### src/rtl/ispm_pkg.sv
// shared types and constants of the interpolating sample player mixer
// no dependencies; imported by every other file of the block except ispm_ram
package ispm_pkg;

   // storage and number format
   localparam int SAMPLE_DEPTH = 32768;
   localparam int FRAC_BITS    = 16;
   localparam int ADDR_W       = $clog2(SAMPLE_DEPTH);
   localparam int SAMPLE_W     = 16;
   localparam int LOAD_ADDR_W  = 15;

   // configuration registers
   localparam int BASE_STEP_W  = 18;
   localparam int CLIP_W       = 16;
   localparam int CSR_INDEX_W  = 1;
   localparam logic [CSR_INDEX_W-1:0] CSR_BASE_STEP   = 1'b0;
   localparam logic [CSR_INDEX_W-1:0] CSR_CLIP_LENGTH = 1'b1;
   localparam logic [BASE_STEP_W-1:0] BASE_STEP_RESET = 18'd65536;
   localparam logic [CLIP_W-1:0]      CLIP_RESET      = 16'd32768;

   // voice state widths
   localparam int POS_W      = 32;
   localparam int STEP_W     = 22;
   localparam int RATE_W     = 16;
   localparam int GAIN_W     = 16;
   localparam int RATE_SHIFT = 12;
   localparam int IDX_W      = POS_W - FRAC_BITS;
   localparam int CMP_W      = POS_W + 1;

   // mix arithmetic widths
   localparam int N_W   = SAMPLE_W + FRAC_BITS;
   localparam int NX_W  = N_W + 2;
   localparam int P_W   = N_W + GAIN_W + 1;
   localparam int SHIFT = FRAC_BITS + 15;
   localparam int S_W   = P_W - SHIFT;

   // command codes
   localparam logic [1:0] CMD_MIX  = 2'd0;
   localparam logic [1:0] CMD_PLAY = 2'd1;
   localparam logic [1:0] CMD_STOP = 2'd2;
   localparam logic [1:0] CMD_LOAD = 2'd3;

   // controller to datapath commands
   typedef struct packed {
      logic take;      // input transaction accepted this cycle
      logic pass;      // frame leaves unmixed
      logic rd_a;      // read sample at index
      logic rd_b;      // capture first sample, read sample at index plus one
      logic mul1;      // interpolate the two samples
      logic mul2;      // scale by gain
      logic mix;       // truncate, add to channels, advance position
      logic out_load;  // move result into the output register
   } ctl_cmd_type;

   // datapath to controller status
   typedef struct packed {
      logic active;
      logic at_end;
   } dp_status_type;

endpackage

### src/rtl/ispm_ctrl.sv
// controller: sequences one transaction at a time and owns the result valid
// depends on ispm_pkg
module ispm_ctrl import ispm_pkg::*; (
   input  logic          clock,
   input  logic          reset,
   input  logic          req_valid,
   input  logic [1:0]    req_command,
   output logic          req_stall,
   output logic          rsp_valid,
   input  logic          rsp_stall,
   input  dp_status_type status,
   output ctl_cmd_type   ctl
);

   localparam logic [2:0] ST_IDLE = 3'd0;
   localparam logic [2:0] ST_EVAL = 3'd1;
   localparam logic [2:0] ST_RD_B = 3'd2;
   localparam logic [2:0] ST_MUL1 = 3'd3;
   localparam logic [2:0] ST_MUL2 = 3'd4;
   localparam logic [2:0] ST_MIX  = 3'd5;
   localparam logic [2:0] ST_OUT  = 3'd6;

   logic [2:0] state_ff, state_in;
   logic       rsp_valid_ff, rsp_valid_in;
   logic       interp;

   assign req_stall = (state_ff != ST_IDLE);
   assign interp    = status.active && !status.at_end;

   // next state and commands
   always_comb begin
      state_in = state_ff;
      ctl      = '0;
      case (state_ff)
         ST_IDLE: begin
            if (req_valid) begin
               ctl.take = 1'b1;
               if (req_command == CMD_MIX) begin
                  state_in = ST_EVAL;
               end
            end
         end
         ST_EVAL: begin
            if (interp) begin
               ctl.rd_a = 1'b1;
               state_in = ST_RD_B;
            end else begin
               ctl.pass = 1'b1;
               state_in = ST_OUT;
            end
         end
         ST_RD_B: begin
            ctl.rd_b = 1'b1;
            state_in = ST_MUL1;
         end
         ST_MUL1: begin
            ctl.mul1 = 1'b1;
            state_in = ST_MUL2;
         end
         ST_MUL2: begin
            ctl.mul2 = 1'b1;
            state_in = ST_MIX;
         end
         ST_MIX: begin
            ctl.mix  = 1'b1;
            state_in = ST_OUT;
         end
         ST_OUT: begin
            if (!rsp_valid_ff || !rsp_stall) begin
               ctl.out_load = 1'b1;
               state_in     = ST_IDLE;
            end
         end
         default: begin
            state_in = ST_IDLE;
         end
      endcase
   end

   // output register valid
   always_comb begin
      rsp_valid_in = rsp_valid_ff;
      if (ctl.out_load) begin
         rsp_valid_in = 1'b1;
      end else if (rsp_valid_ff && !rsp_stall) begin
         rsp_valid_in = 1'b0;
      end
   end

   always_ff @(posedge clock) begin
      if (reset) begin
         state_ff     <= ST_IDLE;
         rsp_valid_ff <= 1'b0;
      end else begin
         state_ff     <= state_in;
         rsp_valid_ff <= rsp_valid_in;
      end
   end

   assign rsp_valid = rsp_valid_ff;

   // checks
   a_load_sets_valid: assert property (@(posedge clock) disable iff (reset)
      ctl.out_load |=> rsp_valid_ff)
      else $error("result register load did not raise valid");

   a_out_waits: assert property (@(posedge clock) disable iff (reset)
      (state_ff == ST_OUT && rsp_valid_ff && rsp_stall) |=> (state_ff == ST_OUT))
      else $error("result overwritten while output stalled");

   a_frame_to_eval: assert property (@(posedge clock) disable iff (reset)
      (ctl.take && req_command == CMD_MIX) |=> (state_ff == ST_EVAL))
      else $error("accepted frame not evaluated");

   a_one_step: assert property (@(posedge clock) disable iff (reset)
      $onehot0({ctl.take, ctl.pass, ctl.rd_a, ctl.rd_b, ctl.mul1, ctl.mul2, ctl.mix,
                ctl.out_load}))
      else $error("more than one datapath command at once");

   a_mix_after_read: assert property (@(posedge clock) disable iff (reset)
      ctl.mix |-> $past(ctl.mul2, 1) && $past(ctl.mul1, 2) && $past(ctl.rd_b, 3))
      else $error("mix step out of sequence");

endmodule

### config.mk
export PLATFORM = sky130hd
export DESIGN_NAME = ispm_ctrl
export DESIGN_NICKNAME = d
export VERILOG_FILES = /design/src/rtl/ispm_pkg.sv /design/src/rtl/ispm_ctrl.sv
export SDC_FILE = /design/constraint.sdc
export NUM_CORES = 1
export LEC_CHECK = 0
export ABC_AREA = 1
export ABC_CLOCK_PERIOD_IN_PS = 900
export CORE_AREA = 2 2 39 41
export DETAILED_ROUTE_END_ITERATION = 7
export DIE_AREA = 0 0 41 43
export DONT_BUFFER_PORTS = 1
export GPL_ROUTABILITY_DRIVEN = 0
export PLACE_DENSITY = 0.4
export SLEW_MARGIN = 20
export SYNTH_ARGS = -nofsm -noshare
export SYNTH_HDL_FRONTEND = slang
export SYNTH_SLANG_ARGS = --single-unit
export TNS_END_PERCENT = 100
### constraint.sdc
create_clock -name clock -period 0.9 [get_ports clock]
set_clock_uncertainty 0.05 [all_clocks]
set_input_delay 0.045 -clock clock [delete_from_list [all_inputs] [get_ports clock]]
set_output_delay 0.045 -clock clock [all_outputs]
set_load 0.05 [all_outputs]
==> results.md <==
- Core area: 0.00138 mm²
- Via count of the first global-routing pass: 383
- Half-perimeter wire length after placement: 556 µm
- Share of final-layout standard cells stronger than drive strength 1: 0.721
- Routed WL: 775 µm
- Sinks on the clock net: 4
- Io pins: 18
- Pins over their slew limit: 0
- Per-cell routed wire length: 9.23 µm
- Yosys synthesis warning count: 0
- Largest fanout on the critical path: 7
- Wire length of the first global-routing pass: 1.43 mm
- Count of routing violations after the opening detailed-route iteration: 1
- Number of buffer cells added on primary ports: 0
- Share of synthesized area occupied by flip-flops and latches: 0.311
- Synthesis-stage register bit count: 4
- CTS tree: yes
- Endpoint of the most critical register-to-register path: state_ff[2]$_SDFFE_PP0P_
- Worst Setup Path Type: reg2out
- Path type of the worst min-delay path: in2reg
- Final hold slack: -0.0472 ns
- Post-Layout Inst Area: 691 µm²
- CTS Buffer Depth: 2
- Buffer cell driving the clock tree root: clkbuf_4
- Share of Yosys cell area claimed by the top area cell type: 0.311
- Clock transition at the registers of the reported paths: 0.04 ns
- ANT cells: 0
- Number of unique standard cell types used by synthesis: 12
- WHS Endpoint: rsp_valid$_SDFFE_PP0P_
- Leading cell types by total area after synthesis: dfxtp_1 (31%), inv_1 (16%), nor2_1 (12%)
- # hold bufs at CTS: 3
- Worst slew pin tran: 0.250 ns
- Critical path data arrival time: 1.16 ns
- Violated checks: negative hold slack, negative setup slack
- Maximum level of the CTS H-tree: 1
- Final TNS setup: -2.99 ns
- Final instance count without filler cells: 84
- Static power due to leakage: 0.000330 µW
- Hold path depth: 2
- Sum of overflow across all layers after global routing: 0
- Overall via count from detail_route: 352
- Worst endpoint required time: 0.81 ns
- Worst-case register-to-register setup slack: -0.15 ns
- Type of element launching the critical path: flop
- Number of cell rows: 14
- Worst vdd ir: 2.20 mV
- Vias per cell: 4.19
- Fin worst setup slack: -0.353 ns
- Source of the worst hold timing path: rsp_stall
- Setup repair after global routing missed its margin: yes
- Net count of the finished layout: 78
- Number of clock buffers inserted by TritonCTS: 3
- Clock latency at the later pin of the worst-skew pair: 0.23 ns
- P&R area growth vs syn: 168%
- Cell area after placement: 508 µm²
- Average instance area after synthesis: 5.99 µm²
- Area of the mapped netlist: 258 µm²
- Starting utilization of the core area: 0.186
- Cells after synthesis: 43
- Die Wd: 41 µm
- Number of setup violations in the final report: 12
- Kind of capture point of the worst setup path: primary output
- Die area: 0.00176 mm²
- Max-cap violations: 0
- Placed cell count: 72
- Residual DRC count: 0
- DR pass1 iterations: 2
- Cell Pwr Density: 3330 mW/mm²
- Maximum clock frequency: 798 MHz
- Worst Reg-to-Reg Cells: 7
- Minimum clock period after layout: 1.25 ns
- Global router's overall resource usage: 0.121
- Final worst-path cycle share: 1.39
- Post-synthesis net count: 51
- Largest net degree at the start of global routing: 8
- Die Y-Extent: 43 µm
- Util after Layout: 0.499
- DRT antenna net count: 0
- Cell type with the highest aggregate area in the netlist: dfxtp_1
- Slew headroom: 0.833
- Antenna violations before repair: 0
- Reg-to-reg critical path startpoint: state_ff[1]$_SDFFE_PP0P_
- Outcome: finished, violations left
- Worst Setup Slack post-DPL: -0.150 ns
- Final Hold Fails: 1
==> per-layer routing <==
metal	vias up	GRT usage	part of all wire
met5	-	0	0
li1	181	-	-
met4	0	0.0400	0
met3	0	0.0628	0.048
met1	159	0.128	0.37
met2	12	0.197	0.58
==> registers in the layout, summed over array words and instances (netlist names) <==
name       count
rsp_valid      1
state_ff       3
==> critical path, stage by stage, from the launching register on <==
cell	delay, ns
dfxtp_4	0.37
nor2_4	0.12
inv_2	0.07
nor3_4	0.20
buf_12	0.16
==> layout make-up <==
class	count	area, µm²
tap	16	20.0
timing repair buffer	23	269
sequential	4	95.1
fill	127	693
inverter	11	53.8
multi-input combinational	27	230
clock buffer	3	22.5
==> how the worst max path moves through the flow <==
stage | startpoint | end | slack (ns) | depth (start not counted)
2_1_floorplan | state_ff[0]$_SDFFE_PP0P_ | ctl[5] | -0.25 | 4
3_3_place_gp | state_ff[0]$_SDFFE_PP0P_ | ctl[5] | -0.13 | 5
3_5_place_dp | state_ff[0]$_SDFFE_PP0P_ | ctl[5] | -0.15 | 5
4_1_cts | state_ff[1]$_SDFFE_PP0P_ | ctl[5] | -0.38 | 4
5_1_grt | state_ff[0]$_SDFFE_PP0P_ | ctl[5] | -0.40 | 5
6_report | state_ff[1]$_SDFFE_PP0P_ | ctl[5] | -0.35 | 4
==> stage by stage <==
stage	total power (µW)	hold slack, ns
final	2300	-0.0472
after global routing	2450	-0.0419
after CTS	2280	-0.0717
after detailed placement	1780	0.0588
after global placement	1780	0.0573
after floorplan	1310	0.0544
==> cells in the mapped netlist (all sizes together) <==
| library cell | instances |
|---|---|
| nor2 | 11 |
| dfxtp | 4 |
| buf | 1 |
| nand3 | 4 |
| a31oi | 1 |
| nor3 | 3 |
| nand2 | 7 |
| a21oi | 1 |
| inv | 11 |
==> cells in the final DEF (no fill, tap or decap) <==
cell type      netlist  routed
nor2_1               8       3
nand3_1              3       2
nor3_1               3       1
nor3_4               0       2
dlygate4sd3_1        0       3
clkbuf_4             0       3
nand3_4              0       1
buf_8                0       1
buf_4                1       9
nand2_4              0       3
buf_6                0       5
a21oi_2              0       1
inv_1               11       5
nor2_2               3       2
a31oi_1              1       1
nor2_4               0       6
nand3_2              1       1
nand2_1              6       4
buf_12               0       5
dfxtp_4              0       4
inv_2                0       2
clkinvlp_4           0       2
inv_4                0       2
==> report_power, final <==
group          switching (µW)  internal [µW]  total (µW)
registers                 116            264         379
logic                     958            741        1700
clock network            71.9            149         221
==> cells by family after synthesis <==
logic type	after synthesis	share of synthesized area
simple gates	25	0.456
buf+inv	12	0.189
flops	4	0.311
compound gates	2	0.0437
==> repair_timing <==
item	4_1_cts	5_1_grt
setup buffers	5	1
hold endpoints to repair	4	1
endpoints found under the setup margin	13	13
gates resized for setup	14	5
pin swaps	5	4
Power figures use the tool's default switching activity.
